`src/rtl/fpp_pkg.sv`:
```
`timescale 1ns / 1ps
// fpp_pkg: shared constants, codes and types of the frame playback pacer.
// Used by fpp_ctrl, fpp_datapath and frame_playback_pacer; no dependencies.

package fpp_pkg;

    // Frame store depth and field widths
    localparam int FRAMES     = 256;
    localparam int FRAME_W    = 8;
    localparam int NOW_W      = 48;
    localparam int IVL_W      = 16;
    localparam int CNT_W      = 16;
    localparam int ACT_W      = 3;
    localparam int RUN_W      = 2;
    localparam int CFG_ADDR_W = 3;
    localparam int CFG_DATA_W = 16;
    localparam int S_DATA_W   = 64;
    localparam int M_DATA_W   = 40;
    localparam int M_USER_W   = 2;

    // Item actions
    localparam logic [ACT_W-1:0] ACT_TICK  = 3'd0;
    localparam logic [ACT_W-1:0] ACT_PLAY  = 3'd1;
    localparam logic [ACT_W-1:0] ACT_PAUSE = 3'd2;
    localparam logic [ACT_W-1:0] ACT_STOP  = 3'd3;
    localparam logic [ACT_W-1:0] ACT_SET   = 3'd4;

    // Run states
    localparam logic [RUN_W-1:0] RUN_STOPPED = 2'd0;
    localparam logic [RUN_W-1:0] RUN_PLAYING = 2'd1;
    localparam logic [RUN_W-1:0] RUN_PAUSED  = 2'd2;

    // Configuration register indexes
    localparam logic [CFG_ADDR_W-1:0] CFG_INTERVAL   = 3'd0;
    localparam logic [CFG_ADDR_W-1:0] CFG_LOOP       = 3'd1;
    localparam logic [CFG_ADDR_W-1:0] CFG_EVERY      = 3'd2;
    localparam logic [CFG_ADDR_W-1:0] CFG_RANGE_LO   = 3'd3;
    localparam logic [CFG_ADDR_W-1:0] CFG_RANGE_HI   = 3'd4;
    localparam logic [CFG_ADDR_W-1:0] CFG_READY_CHK  = 3'd5;

    // Controller to datapath commands
    typedef struct packed {
        logic load_item;   // capture input item, clear result
        logic play;        // start playing from clamped frame
        logic pause;       // playing -> paused
        logic stop_item;   // stop item, report origin
        logic set_ready;   // write ready bit
        logic set_last;    // last frame time takes now
        logic halt;        // run state -> stopped (end of range)
        logic start_scan;  // probe = following frame of current
        logic show;        // probe frame is shown
        logic skip;        // count a skipped frame
        logic advance;     // probe = following frame of probe
        logic emit;        // load result into output register
    } cmd_t;

    // Datapath to controller status
    typedef struct packed {
        logic [ACT_W-1:0] action;
        logic playing;
        logic time_back;
        logic due;
        logic next_ok_cur;
        logic next_ok_probe;
        logic ready;
        logic last_probe;
        logic every_frame;
        logic out_free;
    } sts_t;

    // A following frame exists for f within [lo, hi]
    function automatic logic has_next(input logic [FRAME_W-1:0] f,
                                      input logic [FRAME_W-1:0] lo,
                                      input logic [FRAME_W-1:0] hi,
                                      input logic loop_en);
        has_next = (lo != hi) && ((f < hi) || loop_en);
    endfunction

    // Following frame, wrapping to lo at or beyond hi
    function automatic logic [FRAME_W-1:0] next_frame(input logic [FRAME_W-1:0] f,
                                                      input logic [FRAME_W-1:0] lo,
                                                      input logic [FRAME_W-1:0] hi);
        next_frame = (f >= hi) ? lo : f + FRAME_W'(1);
    endfunction

endpackage

```
`src/rtl/fpp_ctrl.sv`:
```
`timescale 1ns / 1ps
// fpp_ctrl: sequencing state machine of the frame playback pacer.
// Depends on fpp_pkg for command and status types and action codes.

module fpp_ctrl (
    input  logic           aclk,
    input  logic           aresetn,
    input  logic           s_tvalid,
    output logic           s_tready,
    input  fpp_pkg::sts_t  sts,
    output fpp_pkg::cmd_t  cmd
);

    localparam logic [2:0] ST_IDLE   = 3'd0;
    localparam logic [2:0] ST_EVAL   = 3'd1;
    localparam logic [2:0] ST_RD     = 3'd2;
    localparam logic [2:0] ST_CHK    = 3'd3;
    localparam logic [2:0] ST_FINISH = 3'd4;

    logic [2:0] state_reg;
    logic [2:0] state_next;

    assign s_tready = (state_reg == ST_IDLE);

    // Next state and commands
    always_comb begin
        state_next = state_reg;
        cmd        = '0;
        case (state_reg)
            ST_IDLE: begin
                if (s_tvalid) begin
                    cmd.load_item = 1'b1;
                    state_next    = ST_EVAL;
                end
            end
            ST_EVAL: begin
                state_next = ST_FINISH;
                case (sts.action)
                    fpp_pkg::ACT_TICK: begin
                        if (!sts.playing) begin
                            // no frame
                        end else if (sts.time_back) begin
                            cmd.set_last = 1'b1;
                        end else if (!sts.due) begin
                            // not yet due
                        end else if (!sts.next_ok_cur) begin
                            cmd.halt = 1'b1;
                        end else begin
                            cmd.start_scan = 1'b1;
                            state_next     = ST_RD;
                        end
                    end
                    fpp_pkg::ACT_PLAY:  cmd.play      = 1'b1;
                    fpp_pkg::ACT_PAUSE: cmd.pause     = 1'b1;
                    fpp_pkg::ACT_STOP:  cmd.stop_item = 1'b1;
                    fpp_pkg::ACT_SET:   cmd.set_ready = 1'b1;
                    default: ;
                endcase
            end
            ST_RD: begin
                // ready bit of the probe frame is being read
                state_next = ST_CHK;
            end
            ST_CHK: begin
                state_next = ST_FINISH;
                if (sts.ready) begin
                    cmd.show     = 1'b1;
                    cmd.set_last = 1'b1;
                end else if (!sts.every_frame) begin
                    cmd.skip = 1'b1;
                    if (!sts.next_ok_probe) begin
                        cmd.halt = 1'b1;
                    end else if (sts.last_probe) begin
                        cmd.set_last = 1'b1;
                    end else begin
                        cmd.advance = 1'b1;
                        state_next  = ST_RD;
                    end
                end
            end
            ST_FINISH: begin
                if (sts.out_free) begin
                    cmd.emit   = 1'b1;
                    state_next = ST_IDLE;
                end
            end
            default: state_next = ST_IDLE;
        endcase
    end

    always_ff @(posedge aclk) begin
        if (!aresetn) begin
            state_reg <= ST_IDLE;
        end else begin
            state_reg <= state_next;
        end
    end

endmodule

```
`src/rtl/fpp_datapath.sv`:
```
`timescale 1ns / 1ps
// fpp_datapath: configuration, playback state, ready bit store, probe
// scan registers and output register. Depends on fpp_pkg.

module fpp_datapath (
    input  logic                                aclk,
    input  logic                                aresetn,
    input  logic [fpp_pkg::S_DATA_W-1:0]        s_tdata,
    input  logic [fpp_pkg::ACT_W-1:0]           s_tuser,
    input  logic                                cfg_wr_en,
    input  logic [fpp_pkg::CFG_ADDR_W-1:0]      cfg_addr,
    input  logic [fpp_pkg::CFG_DATA_W-1:0]      cfg_wdata,
    output logic                                m_tvalid,
    input  logic                                m_tready,
    output logic [fpp_pkg::M_DATA_W-1:0]        m_tdata,
    output logic [fpp_pkg::M_USER_W-1:0]        m_tuser,
    input  fpp_pkg::cmd_t                       cmd,
    output fpp_pkg::sts_t                       sts
);

    localparam int FW = fpp_pkg::FRAME_W;
    localparam int NW = fpp_pkg::NOW_W;
    localparam int CW = fpp_pkg::CNT_W;

    // Configuration registers
    logic [fpp_pkg::IVL_W-1:0] ivl_reg;
    logic                      loop_reg;
    logic                      every_reg;
    logic [FW-1:0]             first_reg;
    logic [FW-1:0]             last_cfg_reg;
    logic                      chk_reg;

    // Playback state
    logic [fpp_pkg::RUN_W-1:0] run_reg;
    logic [FW-1:0]             origin_reg;
    logic [NW-1:0]             last_ms_reg;
    logic [CW-1:0]             skip_reg;

    // Captured item
    logic [fpp_pkg::ACT_W-1:0] act_reg;
    logic [NW-1:0]             now_reg;
    logic [FW-1:0]             ft_reg;
    logic                      flag_reg;

    // Scan
    logic [FW-1:0]             probe_reg;
    logic [FW-1:0]             k_reg;

    // Ready bit store with per-entry written marks
    logic                      ready_mem [fpp_pkg::FRAMES];
    logic [fpp_pkg::FRAMES-1:0] ready_vld_reg;
    logic                      mem_rd_reg;
    logic                      vld_rd_reg;

    // Result being built
    logic                      res_fvalid_reg;
    logic [FW-1:0]             res_frame_reg;
    logic                      res_svalid_reg;
    logic [FW-1:0]             res_stime_reg;

    // Output register
    logic                      m_tvalid_reg;
    logic [fpp_pkg::M_DATA_W-1:0] m_tdata_reg;
    logic [fpp_pkg::M_USER_W-1:0] m_tuser_reg;

    logic [FW-1:0]             range_hi;
    logic [NW-1:0]             elapsed;
    logic [fpp_pkg::IVL_W-1:0] ivl_eff;
    logic [FW-1:0]             origin_clamp;

    assign range_hi = (last_cfg_reg > first_reg) ? last_cfg_reg : first_reg;
    assign elapsed  = now_reg - last_ms_reg;
    assign ivl_eff  = (ivl_reg == '0) ? fpp_pkg::IVL_W'(1) : ivl_reg;
    assign origin_clamp = (ft_reg < first_reg) ? first_reg :
                          ((ft_reg > range_hi) ? range_hi : ft_reg);

    // Status toward the controller
    always_comb begin
        sts.action        = act_reg;
        sts.playing       = (run_reg == fpp_pkg::RUN_PLAYING);
        sts.time_back     = (now_reg < last_ms_reg);
        sts.due           = (elapsed >= NW'(ivl_eff));
        sts.next_ok_cur   = fpp_pkg::has_next(ft_reg, first_reg, range_hi, loop_reg);
        sts.next_ok_probe = fpp_pkg::has_next(probe_reg, first_reg, range_hi, loop_reg);
        sts.ready         = !chk_reg || (vld_rd_reg && mem_rd_reg);
        sts.last_probe    = (k_reg == (range_hi - first_reg));
        sts.every_frame   = every_reg;
        sts.out_free      = !m_tvalid_reg || m_tready;
    end

    // Configuration writes
    always_ff @(posedge aclk) begin
        if (!aresetn) begin
            ivl_reg      <= fpp_pkg::IVL_W'(100);
            loop_reg     <= 1'b0;
            every_reg    <= 1'b0;
            first_reg    <= '0;
            last_cfg_reg <= '1;
            chk_reg      <= 1'b0;
        end else if (cfg_wr_en) begin
            case (cfg_addr)
                fpp_pkg::CFG_INTERVAL:  ivl_reg      <= cfg_wdata;
                fpp_pkg::CFG_LOOP:      loop_reg     <= cfg_wdata[0];
                fpp_pkg::CFG_EVERY:     every_reg    <= cfg_wdata[0];
                fpp_pkg::CFG_RANGE_LO:  first_reg    <= cfg_wdata[FW-1:0];
                fpp_pkg::CFG_RANGE_HI:  last_cfg_reg <= cfg_wdata[FW-1:0];
                fpp_pkg::CFG_READY_CHK: chk_reg      <= cfg_wdata[0];
                default: ;
            endcase
        end
    end

    // Item capture
    always_ff @(posedge aclk) begin
        if (cmd.load_item) begin
            act_reg  <= s_tuser;
            now_reg  <= s_tdata[NW-1:0];
            ft_reg   <= s_tdata[NW+FW-1:NW];
            flag_reg <= s_tdata[NW+FW];
        end
    end

    // Run state
    always_ff @(posedge aclk) begin
        if (!aresetn) begin
            run_reg <= fpp_pkg::RUN_STOPPED;
        end else if (cmd.play) begin
            run_reg <= fpp_pkg::RUN_PLAYING;
        end else if (cmd.pause && run_reg == fpp_pkg::RUN_PLAYING) begin
            run_reg <= fpp_pkg::RUN_PAUSED;
        end else if (cmd.stop_item || cmd.halt) begin
            run_reg <= fpp_pkg::RUN_STOPPED;
        end
    end

    // Origin, last frame time, skipped count
    always_ff @(posedge aclk) begin
        if (!aresetn) begin
            origin_reg  <= '0;
            last_ms_reg <= '0;
            skip_reg    <= '0;
        end else begin
            if (cmd.play) begin
                origin_reg <= origin_clamp;
            end
            if (cmd.play || cmd.set_last) begin
                last_ms_reg <= now_reg;
            end
            if (cmd.play) begin
                skip_reg <= '0;
            end else if (cmd.skip && skip_reg != '1) begin
                skip_reg <= skip_reg + CW'(1);
            end
        end
    end

    // Probe frame and probe count
    always_ff @(posedge aclk) begin
        if (cmd.start_scan) begin
            probe_reg <= fpp_pkg::next_frame(ft_reg, first_reg, range_hi);
            k_reg     <= '0;
        end else if (cmd.advance) begin
            probe_reg <= fpp_pkg::next_frame(probe_reg, first_reg, range_hi);
            k_reg     <= k_reg + FW'(1);
        end
    end

    // Ready bit store: write on set item, registered read at probe
    always_ff @(posedge aclk) begin
        if (cmd.set_ready) begin
            ready_mem[ft_reg] <= flag_reg;
        end
        mem_rd_reg <= ready_mem[probe_reg];
    end

    always_ff @(posedge aclk) begin
        if (!aresetn) begin
            ready_vld_reg <= '0;
            vld_rd_reg    <= 1'b0;
        end else begin
            if (cmd.set_ready) begin
                ready_vld_reg[ft_reg] <= 1'b1;
            end
            vld_rd_reg <= ready_vld_reg[probe_reg];
        end
    end

    // Result fields of the current item
    always_ff @(posedge aclk) begin
        if (cmd.load_item) begin
            res_fvalid_reg <= 1'b0;
            res_frame_reg  <= '0;
            res_svalid_reg <= 1'b0;
            res_stime_reg  <= '0;
        end else begin
            if (cmd.show) begin
                res_fvalid_reg <= 1'b1;
                res_frame_reg  <= probe_reg;
            end
            if (cmd.stop_item && run_reg != fpp_pkg::RUN_STOPPED) begin
                res_svalid_reg <= 1'b1;
                res_stime_reg  <= origin_reg;
            end
        end
    end

    // Output register
    always_ff @(posedge aclk) begin
        if (!aresetn) begin
            m_tvalid_reg <= 1'b0;
        end else if (cmd.emit) begin
            m_tvalid_reg <= 1'b1;
        end else if (m_tready) begin
            m_tvalid_reg <= 1'b0;
        end
    end

    always_ff @(posedge aclk) begin
        if (cmd.emit) begin
            m_tdata_reg <= {6'b0, skip_reg, run_reg, res_stime_reg, res_frame_reg};
            m_tuser_reg <= {res_svalid_reg, res_fvalid_reg};
        end
    end

    assign m_tvalid = m_tvalid_reg;
    assign m_tdata  = m_tdata_reg;
    assign m_tuser  = m_tuser_reg;

endmodule

```
`src/rtl/frame_playback_pacer.sv`:
```
`timescale 1ns / 1ps
// frame_playback_pacer: top level joining controller and datapath.
// Depends on fpp_pkg, fpp_ctrl and fpp_datapath.
//
// Usage:
//   Input items arrive on the s_ stream: s_tuser carries the action (tick,
//   play, pause, stop, set ready bit), s_tdata the time, frame and flag.
//   Every item gives exactly one result on the m_ stream: the shown frame or
//   the stop origin with their flags in m_tuser, plus run state and the
//   dropped-frame count in m_tdata.
//   Configuration registers are written through cfg_wr_en/cfg_addr/cfg_wdata
//   while no item is in flight.
//   Items are worked one at a time. A play, pause, stop, set-ready item or a
//   tick that probes no frame goes from acceptance through the evaluate and
//   finish states; a tick that scans adds a read and a check state for each
//   of P probed frames (P up to 256), since each probe waits on the registered
//   read of the ready bit store. s_tready returns as m_tvalid rises.
//   A result waits in the output register while m_tready is low; the next
//   item may be accepted and worked meanwhile, and its result is held back
//   until the register frees.
//   Reset stops playback, clears origin, time, count and all ready bits, and
//   loads the register defaults. No clearing pass is needed.

module frame_playback_pacer (
    input  logic                           aclk,
    input  logic                           aresetn,
    // Input items
    input  logic                           s_tvalid,
    output logic                           s_tready,
    input  logic [fpp_pkg::S_DATA_W-1:0]   s_tdata,   // now_ms[47:0], frame_time[55:48],
                                                      // ready_flag[56], zero fill
    input  logic [fpp_pkg::ACT_W-1:0]      s_tuser,   // action[2:0]
    // Result items
    output logic                           m_tvalid,
    input  logic                           m_tready,
    output logic [fpp_pkg::M_DATA_W-1:0]   m_tdata,   // frame_out[7:0], stop_time[15:8],
                                                      // run_state[17:16],
                                                      // dropped_count[33:18], zero fill
    output logic [fpp_pkg::M_USER_W-1:0]   m_tuser,   // frame_valid[0], stop_valid[1]
    // Configuration writes
    input  logic                           cfg_wr_en,
    input  logic [fpp_pkg::CFG_ADDR_W-1:0] cfg_addr,
    input  logic [fpp_pkg::CFG_DATA_W-1:0] cfg_wdata
);

    fpp_pkg::cmd_t cmd;
    fpp_pkg::sts_t sts;

    fpp_ctrl u_ctrl (
        .aclk     (aclk),
        .aresetn  (aresetn),
        .s_tvalid (s_tvalid),
        .s_tready (s_tready),
        .sts      (sts),
        .cmd      (cmd)
    );

    fpp_datapath u_datapath (
        .aclk      (aclk),
        .aresetn   (aresetn),
        .s_tdata   (s_tdata),
        .s_tuser   (s_tuser),
        .cfg_wr_en (cfg_wr_en),
        .cfg_addr  (cfg_addr),
        .cfg_wdata (cfg_wdata),
        .m_tvalid  (m_tvalid),
        .m_tready  (m_tready),
        .m_tdata   (m_tdata),
        .m_tuser   (m_tuser),
        .cmd       (cmd),
        .sts       (sts)
    );

endmodule
```
`config.mk`:
```
export PLATFORM = sky130hd
export DESIGN_NAME = frame_playback_pacer
export DESIGN_NICKNAME = d
export VERILOG_FILES = /design/src/rtl/fpp_pkg.sv /design/src/rtl/fpp_ctrl.sv /design/src/rtl/fpp_datapath.sv /design/src/rtl/frame_playback_pacer.sv
export SDC_FILE = /design/constraint.sdc
export NUM_CORES = 1
export LEC_CHECK = 0
export BUFFER_PORTS_ARGS = -buffer_cell sky130_fd_sc_hd__buf_2
export CORE_UTILIZATION = 54
export DETAILED_ROUTE_END_ITERATION = 7
export PLACE_DENSITY_LB_ADDON = 0.15
export SETUP_SLACK_MARGIN = 0.15
export SLEW_MARGIN = 5
export SYNTH_ARGS = -nofsm -noshare
export SYNTH_HDL_FRONTEND = slang
export SYNTH_HIERARCHICAL = 1
export SYNTH_SLANG_ARGS = --single-unit
```
`constraint.sdc`:
```
create_clock -name aclk -period 8.04 [get_ports aclk]
set_clock_uncertainty 0.05 [all_clocks]
set_input_delay 1.608 -clock aclk [delete_from_list [all_inputs] [get_ports aclk]]
set_output_delay 1.608 -clock aclk [all_outputs]
set_load 0.01 [all_outputs]
```
==> reports/metrics.cfg, run 1 <==
[yosys]
seq_area_frac_synth_pct=54.93
avgSynthCellArea_sq_um=11.87
async_flop_share_pct=0
yosys.area.top_type=edfxtp_1
synth_top_area_share_pct=31.66
synthDistinctLibCells=76
syn_area_sq_um=34150
synth.area.top_cells=edfxtp_1, dfxtp_1, mux4_2
ys_seq_elements=757
yosysWarnings=6
syn_inst=2877
yosys_most_used_dff=dfxtp_1
synth_edf_count=360

[clock_tree]
clockBufferDepth=3
cts-buffers-inserted=79
cts-root-buf=clkbuf_16
cts_tree=done
clkSlewWorstSetupHoldPaths_ns=0.06
cts_setup_buffers=0
cts_resized=0
ctsHtreeMaxLevel=3
clk_latency_ns=0.63
cts.hold.buffers_added=0
clock_sinks=757

[grt]
grt_usage_pct=25.33
grt.overflow.total=0
grt_pass1_vias=22630
met3_usage_pct=3.862
met2_usage_pct=42.53
grt_pass1_wl_um=126600
grt_max_degree=257
antenna_found_initial=2
gr-usage-met1_pct=34.35
busiest_layer=met2

[pwr]
leakage_nw=13.28
p_int_mw=6.421
total_power_mw=8.277
pwr-share-seq_pct=49.7
power.net_switching_mw=1.856
vdd_ir_drop_max_v=0.0002190
pwr-share-comb_pct=5.9
sw_frac_of_total_pct=22.43
clkPwrFrac_pct=44.5
powerDensity_nw_per_um2=217.7

[setup_path]
end_kind=register
start_kind=register
arrival_ns=7.21
cpPeakStageDelay_ns=0.57
slowest_stage=o31ai_1
path_max_fanout=13
crit_family=compound AO/OA/AOI/OAI gates
cp_cell_sequence=inv_1, ha_1, fa_1, nand2b_1, a21o_1, a21o_1, o31ai_1, xor2_1, ha_1, a21o_1, a221oi_1, o2111ai_1, a2111oi_0, or4b_1, a2111oi_0, nand4b_1, nor4_1, nand4_1, nand3b_1, nor4_4, nor3_1, buf_4, nor2_1, a221o_1
critical_path_class=register to register
crit_top_cell=a21o_1
crit_buf_inv=2
crit_required_ns=8.36

[sta]
tightest_slew_ns=1.251
rsz0062_at_grt=no
drv_slew=0
min_period_over_period_pct=85.68
max_clock_freq_mhz=145.2
setup_violations=0
slew_headroom_pct=16.38
finalHoldViolations=0
min_period_ns=6.889
tns_ns=0

[outcome]
status=finished clean

[floorplan]
start_util_pct=55.03
rows=91
die_w_um=253.5
die_h_um=253.5
ios=135
core_sq_um=62050
die_area_sq_um=64240

[finish]
layout_commonest_cell=dfxtp_1
fillers=4913
area.growth.synth_to_final_pct=11.32
final_cell_mix=dfxtp_1, edfxtp_1, nor2_1, o21a_1, nand2_1
drive_gt1_share_pct=15.05
final_nets=3140
stdcell_count=3844
seq_area_sq_um=18760
multi_input_area_sq_um=14300

[placement]
dp.cells=3694
portBuffers=121
hpwl_um=51360
gp_congestion=0.8835

[route]
drc=0
viasPerCell=5.944
avgRoutedWirePerCell_um=20.98
drt_iter0_markers=1715
antenna_left=0
drt-total-wl_um=80640
dr_total_vias=22850
dr.pass1.iters=6

[min_path]
hp-class=register to register

[run]
maxCapViolations=0

-- path summary, 6_finish.rpt --
kind                                            startpoint  slack [ns]                                 to  cells after the start
setup / recovery           u_datapath/now_reg[0]$_DFFE_PP_        1.15  u_datapath/probe_reg[0]$_DFFE_PP_                     24
setup reg to reg           u_datapath/now_reg[0]$_DFFE_PP_        1.15  u_datapath/probe_reg[0]$_DFFE_PP_                     24
hold reg to reg   u_datapath/res_stime_reg[7]$_SDFFE_PP0P_        0.38   u_datapath/m_tdata[15]$_DFFE_PP_                      0
hold / removal    u_datapath/res_stime_reg[7]$_SDFFE_PP0P_        0.38   u_datapath/m_tdata[15]$_DFFE_PP_                      0
-- Yosys cell counts (all sizes together), types with 5 or more instances --
| library cell | number |
|---|---|
| a2111oi | 5 |
| or2 | 6 |
| nand4 | 25 |
| o21ai | 58 |
| and3 | 9 |
| mux2i | 35 |
| o21bai | 5 |
| or3 | 9 |
| o31ai | 5 |
| clkbuf | 126 |
| nor3 | 29 |
| buf | 45 |
| dfxtp | 397 |
| a221oi | 9 |
| xor2 | 33 |
| and2 | 32 |
| a21o | 23 |
| ha | 109 |
| nand2b | 17 |
| nand2 | 246 |
| a21boi | 74 |
| edfxtp | 360 |
| inv | 107 |
| nor2b | 21 |
| a211oi | 6 |
| nor2 | 357 |
| o21a | 277 |
| a31oi | 7 |
| nand3 | 55 |
| nor3b | 7 |
| xnor2 | 38 |
| nand3b | 5 |
| o211ai | 12 |
| a21oi | 76 |
| o211a | 9 |
| o22ai | 7 |
| mux4 | 170 |
| nor4 | 14 |
-- cell families (layout without fill, tap and decap cells) --
kind of cell               Yosys count  after routing  synth area share, %
adders and majority gates          111            111                4.111
AOI/OAI and AO/OA                  599            599                12.37
DFF                                757            757                54.93
other                                1              9              0.01098
and+or+nand+nor                    854            854                11.19
buffers and inverters              278            400                3.290
xor gates and xnor gates            71             71                1.821
muxes                              206            206                12.27
-- routing by layer --
layer / vias up / routed length (um)
li1: 10640 / -
met1: 11450 / 34910
met2: 638 / 39380
met3: 120 / 4583
met4: 0 / 1772
met5: - / 0
-- final cells by class --
class                           count  share of cell area, %
Antenna cell                        3                0.01975
Clock buffer                      126                  6.254
Clock inverter                     21                 0.7011
Inverter                          107                  1.057
Multi-Input combinational cell   1847                  37.62
Sequential cell                   757                  49.35
Tap cell                          837                  2.755
Timing Repair Buffer              146                  2.245
-- power by group through the flow --
stage                     clock network, mW  logic (mW)  registers, mW
after floorplan                           0       0.329           4.19
after global placement                    0       0.466           4.19
after detailed placement                  0       0.478           4.19
after CTS                              3.75       0.481           4.11
after global routing                   3.90       0.534           4.11
final                                  3.68       0.484           4.11
-- metrics by stage --
stage	util (%)	hold slack [ns]	setup slack [ns]	area (sq um)
2_1_floorplan	-	0.3576	2.252	34170
3_3_place_gp	56.98	0.3662	1.240	35360
3_5_place_dp	56.98	0.3691	1.178	35360
4_1_cts	61.24	0.3824	1.137	38000
5_1_grt	61.24	0.3902	0.6468	38000
6_report	61.26	0.3805	1.151	38010
No activity file was read; power rests on OpenSTA's default activity.
==> run 2: changes to the inputs <==
clock period = 8.7 ns   (was 8.04 ns; I/O delays follow)
==> run 2 against run 1 <==
  * Sequential power down 7.5%
  * Clock-buffer cell count fell by 17
  * Critical path depth stayed put
  * Largest cell class unchanged
  * Critical endpoint unchanged
  * Critical path type unchanged
  * Sequential share of layout area about the same
  * Register-to-register slack better by 0.61 ns
  * Fmax is 0.76% lower
  * Global-route usage grew 0.086 points
  * Wire length fell by 0.31%
  * First-iteration DRC count grew 6.6%
  * Sequential cell count stayed put
  * Total power down 7.2%
  * Combinational power is 7.2% lower
==> reports/metrics.cfg, run 2 (synthesis gave the netlist of run 1 again) <==
[outcome]
status=finished clean

[setup_path]
path_max_fanout=13
start_kind=register
crit_path_start=u_datapath/now_reg[0]$_DFFE_PP_
cp_cell_sequence=inv_1, ha_1, fa_1, nand2b_1, a21o_1, a21o_1, o31ai_1, xor2_1, ha_1, a21o_1, a221oi_1, o2111ai_1, a2111oi_0, or4b_1, a2111oi_0, nand4b_1, nor4_1, nand4_1, nand3b_1, nor4_4, nor3_1, buf_4, nor2_1, a221o_1
crit_top_cell=a21o_1
rr_startpoint=u_datapath/now_reg[0]$_DFFE_PP_
end_kind=register
critical_path_class=register to register
crit_required_ns=9.04
r2r.worst_path.cells=24
slowest_stage=o31ai_1
reg2reg_to=u_datapath/probe_reg[0]$_DFFE_PP_
cpPeakStageDelay_ns=0.55
arrival_ns=7.28
cp-endpoint=u_datapath/probe_reg[0]$_DFFE_PP_
r2r_slack_ns=1.76

[grt]
antenna_found_initial=3
grt_max_degree=151
grt_pass1_wl_um=126600
grt_usage_pct=25.41
grt.overflow.total=0
grt_pass1_vias=22630

[pwr]
pwr-share-seq_pct=49.4
pwr-share-comb_pct=5.8
clkPwrFrac_pct=44.7
p_int_mw=5.930
power.net_switching_mw=1.750
vdd_ir_drop_max_v=0.0001727
powerDensity_nw_per_um2=201.9
leakage_nw=13.28
sw_frac_of_total_pct=22.79

[placement]
gp_congestion=0.8997
portBuffers=121
place_area_sq_um=35350
hpwl_um=51400

[route]
drc=0
drt-total-wl_um=80390
antenna_left=0
drt_iter0_markers=1828
dr.pass1.iters=5
viasPerCell=5.926
dr_total_vias=22770
avgRoutedWirePerCell_um=20.92

[finish]
area.growth.synth_to_final_pct=11.38
final_nets=3142
fin_area_sq_um=38030
final_cell_mix=dfxtp_1, edfxtp_1, nor2_1, o21a_1, nand2_1
final_util_pct=61.29
drive_gt1_share_pct=15.27
fillers=4920
layout_commonest_cell=dfxtp_1

[sta]
setup_violations=0
rsz0062_at_grt=no
max_clock_freq_mhz=144.1
tightest_slew_ns=1.208
min_period_ns=6.942
whs_ns=0.3769
finalHoldViolations=0
slew_headroom_pct=19.26
drv_slew=0
tns_ns=0
min_period_over_period_pct=79.79

[clock_tree]
clk_latency_ns=0.66
cts-root-buf=clkbuf_16
cts-buffers-inserted=78
cts.hold.buffers_added=0
clkSlewWorstSetupHoldPaths_ns=0.06
ctsHtreeMaxLevel=3
cts_resized=0
clockBufferDepth=3
cts_setup_buffers=0
cts_tree=done
clock_sinks=757

[floorplan]
rows=91
die_h_um=253.5
start_util_pct=55.03
die_w_um=253.5
ios=135
core_sq_um=62050
die_area_sq_um=64240

[run]
maxCapViolations=0

[min_path]
hp-class=register to register

## run 2: cell types whose count changed in the layout (fill, tap and decap cells not counted), sizes merged
| cell | before | now |
|---|---|---|
| diode | 3 | 1 |
| bufinv | 4 | 8 |
| buf | 146 | 149 |
| clkinvlp | 0 | 4 |
| clkbuf | 126 | 109 |
| clkinv | 13 | 20 |
## run 2: worst min path at each step
stage / slack [ns] / cells past startpoint / from / end
after global placement: 0.37 / 0 / u_datapath/res_frame_reg[1]$_SDFFE_PP0P_ / u_datapath/m_tdata[1]$_DFFE_PP_
final: 0.38 / 0 / u_datapath/res_frame_reg[1]$_SDFFE_PP0P_ / u_datapath/m_tdata[1]$_DFFE_PP_
after detailed placement: 0.37 / 0 / u_datapath/res_frame_reg[1]$_SDFFE_PP0P_ / u_datapath/m_tdata[1]$_DFFE_PP_
after floorplan: 0.36 / 0 / u_datapath/res_frame_reg[0]$_SDFFE_PP0P_ / u_datapath/m_tdata[0]$_DFFE_PP_
after global routing: 0.38 / 0 / u_datapath/res_frame_reg[1]$_SDFFE_PP0P_ / u_datapath/m_tdata[1]$_DFFE_PP_
after CTS: 0.38 / 0 / u_datapath/res_frame_reg[1]$_SDFFE_PP0P_ / u_datapath/m_tdata[1]$_DFFE_PP_
## run 2: metrics by stage
| step | power, mW | instances | worst slack, ns |
|---|---|---|---|
| 3_5_place_dp | 4.314 | 3696 | 1.827 |
| 3_3_place_gp | 4.304 | 3696 | 1.908 |
| 2_1_floorplan | 4.178 | 2882 | 2.912 |
| 4_1_cts | 7.736 | 3841 | 1.775 |
| 5_1_grt | 7.924 | 3842 | 1.044 |
| 6_report | 7.679 | 3843 | 1.758 |
## run 2: cell type report
cell class                 count  area [sq um]  share of cell area [%]
clock buffer                 109          2168                   5.701
antenna                        1         2.502                0.006579
tap                          837          1047                   2.753
inverter                     107         401.6                   1.056
timing repair buffer         149         870.8                   2.290
multi-input combinational   1847         14300                   37.60
clock inverter                36         485.5                   1.276
sequential                   757         18760                   49.32
## run 2: power groups by stage
stage,sequential [mW],clock (mW),combinational (mW)
final,3.80,3.43,0.449
after floorplan,3.87,0,0.304
after global placement,3.87,0,0.431
after CTS,3.80,3.50,0.444
after global routing,3.80,3.63,0.496
after detailed placement,3.87,0,0.441
## run 2: per-layer routing
metal	wire, um	GRT usage, %	up-vias
li1	-	-	10650
met1	35110	34.90	11310
met2	38710	41.71	672
met3	4601	4.036	140
met4	1961	7.359	2
met5	12	0	-
## run 2: critical path: cells and delay by family (launching register included)
kind / cells / cell delay [ns]
flops: 1 / 0.36
fa+ha+maj: 3 / 0.97
buf+inv: 2 / 0.27
compound gates: 9 / 2.68
xor+xnor: 1 / 0.17
simple gates: 9 / 2.17
==> run 3: changes to the inputs <==
clock period = 6.11 ns   (was 8.7 ns; I/O delays follow)
==> run 3 against run 2 <==
  * Combinational power grew 48%
  * First-iteration DRC count grew 9.9%
  * Final cell count increased by 0.91%
  * Register-to-register slack got worse by 1.6 ns
  * Fmax increased by 17%
  * Total power increased by 39%
  * Worst setup slack lost 1.6 ns
==> reports/metrics.cfg, run 3 (synthesis gave the netlist of run 1 again) <==
[floorplan]
core_sq_um=62050
die_area_sq_um=64240
rows=91
ios=135
die_h_um=253.5
start_util_pct=55.03
die_w_um=253.5

[grt]
grt_max_degree=257
grt_usage_pct=25.28
antenna_found_initial=3
grt.overflow.total=0
grt_pass1_wl_um=125800
grt_pass1_vias=22650

[pwr]
vdd_ir_drop_max_v=0.0002546
leakage_nw=13.40
total_power_mw=10.67
powerDensity_nw_per_um2=278.6

[placement]
dp.cells=3729
dp_slack_ns=-0.2062
gp_congestion=0.9086
hpwl_um=51560
portBuffers=121
place_area_sq_um=35670

[finish]
area.growth.synth_to_final_pct=12.17
final_cell_mix=dfxtp_1, edfxtp_1, nor2_1, o21a_1, nand2_1
fin_area_sq_um=38300
stdcell_count=3878
final_nets=3179
fillers=4863
layout_commonest_cell=dfxtp_1
drive_gt1_share_pct=16.39
final_util_pct=61.73

[setup_path]
critical_path_class=register to register
reg2reg_to=u_datapath/probe_reg[6]$_DFFE_PP_
end_kind=register
r2r.worst_path.cells=27
crit_required_ns=6.43
start_kind=register
arrival_ns=6.28
path_max_fanout=6
rr_startpoint=u_datapath/now_reg[0]$_DFFE_PP_
r2r_slack_ns=0.15

[sta]
max_clock_freq_mhz=167.8
timing.final.ws_setup_ns=0.1518
finalHoldViolations=0
drv_slew=0
slew_headroom_pct=18.24
tns_ns=0
tightest_slew_ns=1.223
whs_ns=0.3778
min_period_over_period_pct=97.52
setup_violations=0
rsz0062_at_grt=yes
min_period_ns=5.958

[clock_tree]
cts-buffers-inserted=79
clock_sinks=757
cts_tree=done
cts-root-buf=clkbuf_16
cts.hold.buffers_added=0
clk_latency_ns=0.64
clockBufferDepth=3
clkSlewWorstSetupHoldPaths_ns=0.06
ctsHtreeMaxLevel=3

[route]
viasPerCell=5.928
avgRoutedWirePerCell_um=20.64
dr_total_vias=22990
dr.pass1.iters=5
drt_iter0_markers=2009
antenna_left=0
drt-total-wl_um=80050
drc=0

[run]
maxCapViolations=0

[min_path]
hp-class=register to register
min_path_cells=0
min_from=u_datapath/res_frame_reg[4]$_SDFFE_PP0P_
holdPathEnd=u_datapath/m_tdata[4]$_DFFE_PP_

[outcome]
status=finished clean

==> run 3: cell type report <==
type	count	area (sq um)	area share [%]
flip-flops and latches	757	18760	48.97
multi-input cells	1847	14420	37.65
clock buffers	114	2190	5.717
repair buffers	185	1197	3.126
well taps	837	1047	2.734
inverters	107	401.6	1.049
clock inverters	29	281.5	0.7350
diodes	2	5.005	0.01307
==> run 3: critical path, cell delays in order, from the launching register on <==
cell       delay (ns)
edfxtp_1         0.36
inv_2            0.05
ha_4             0.16
fa_2             0.36
nand2b_4         0.15
a21o_1           0.19
a21o_1           0.21
o31ai_2          0.26
buf_4            0.16
xor2_1           0.16
ha_1             0.26
a21o_1           0.18
a221oi_2         0.24
o2111ai_1        0.17
a2111oi_2        0.30
or4b_4           0.52
a2111oi_4        0.19
nand4b_1         0.14
nor4_2           0.31
nand4_1          0.18
buf_6            0.17
nand3b_1         0.15
nor4_4           0.10
nor3_2           0.26
buf_4            0.19
nand2_1          0.05
o21ai_0          0.07
o21ai_1          0.08
==> run 3: what timing repair did <==
action | in CTS | in global routing
gates resized for setup | 9 | 25
pin swaps | 7 | 16
gates cloned | 1 | 0
setup endpoints to repair | 17 | 33
buffers inserted | 2 | 1
==> run 3: worst max path at each step <==
stage / startpoint / end / slack, ns / cells after the start
final: u_datapath/now_reg[0]$_DFFE_PP_ / u_datapath/probe_reg[6]$_DFFE_PP_ / 0.15 / 27
after global routing: u_datapath/now_reg[0]$_DFFE_PP_ / u_datapath/probe_reg[6]$_DFFE_PP_ / -0.17 / 27
after CTS: u_datapath/now_reg[0]$_DFFE_PP_ / u_datapath/probe_reg[6]$_DFFE_PP_ / 0.15 / 27
after detailed placement: u_datapath/now_reg[0]$_DFFE_PP_ / u_datapath/probe_reg[4]$_DFFE_PP_ / -0.21 / 27
after global placement: u_datapath/now_reg[0]$_DFFE_PP_ / u_datapath/probe_reg[6]$_DFFE_PP_ / -0.11 / 27
after floorplan: u_datapath/first_reg[1]$_SDFFE_PN0P_ / u_datapath/k_reg[7]$_SDFFE_PP0P_ / 0.32 / 28
==> run 3: routing by layer <==
layer  vias up  wire length [um]  global-route usage (%)
met1     11400             34480                   34.38
met5         -                27                       0
met4         4              2115                   7.844
met2       737             37800                   41.19
met3       145              5628                   4.619
li1      10710                 -                       -
==> run 3: power by group <==
part | switching (mW) | internal [mW] | leakage, nW
sequential | 0.0444 | 5.36 | 6.48
combinational | 0.418 | 0.248 | 5.72
clock | 1.96 | 2.63 | 1.20
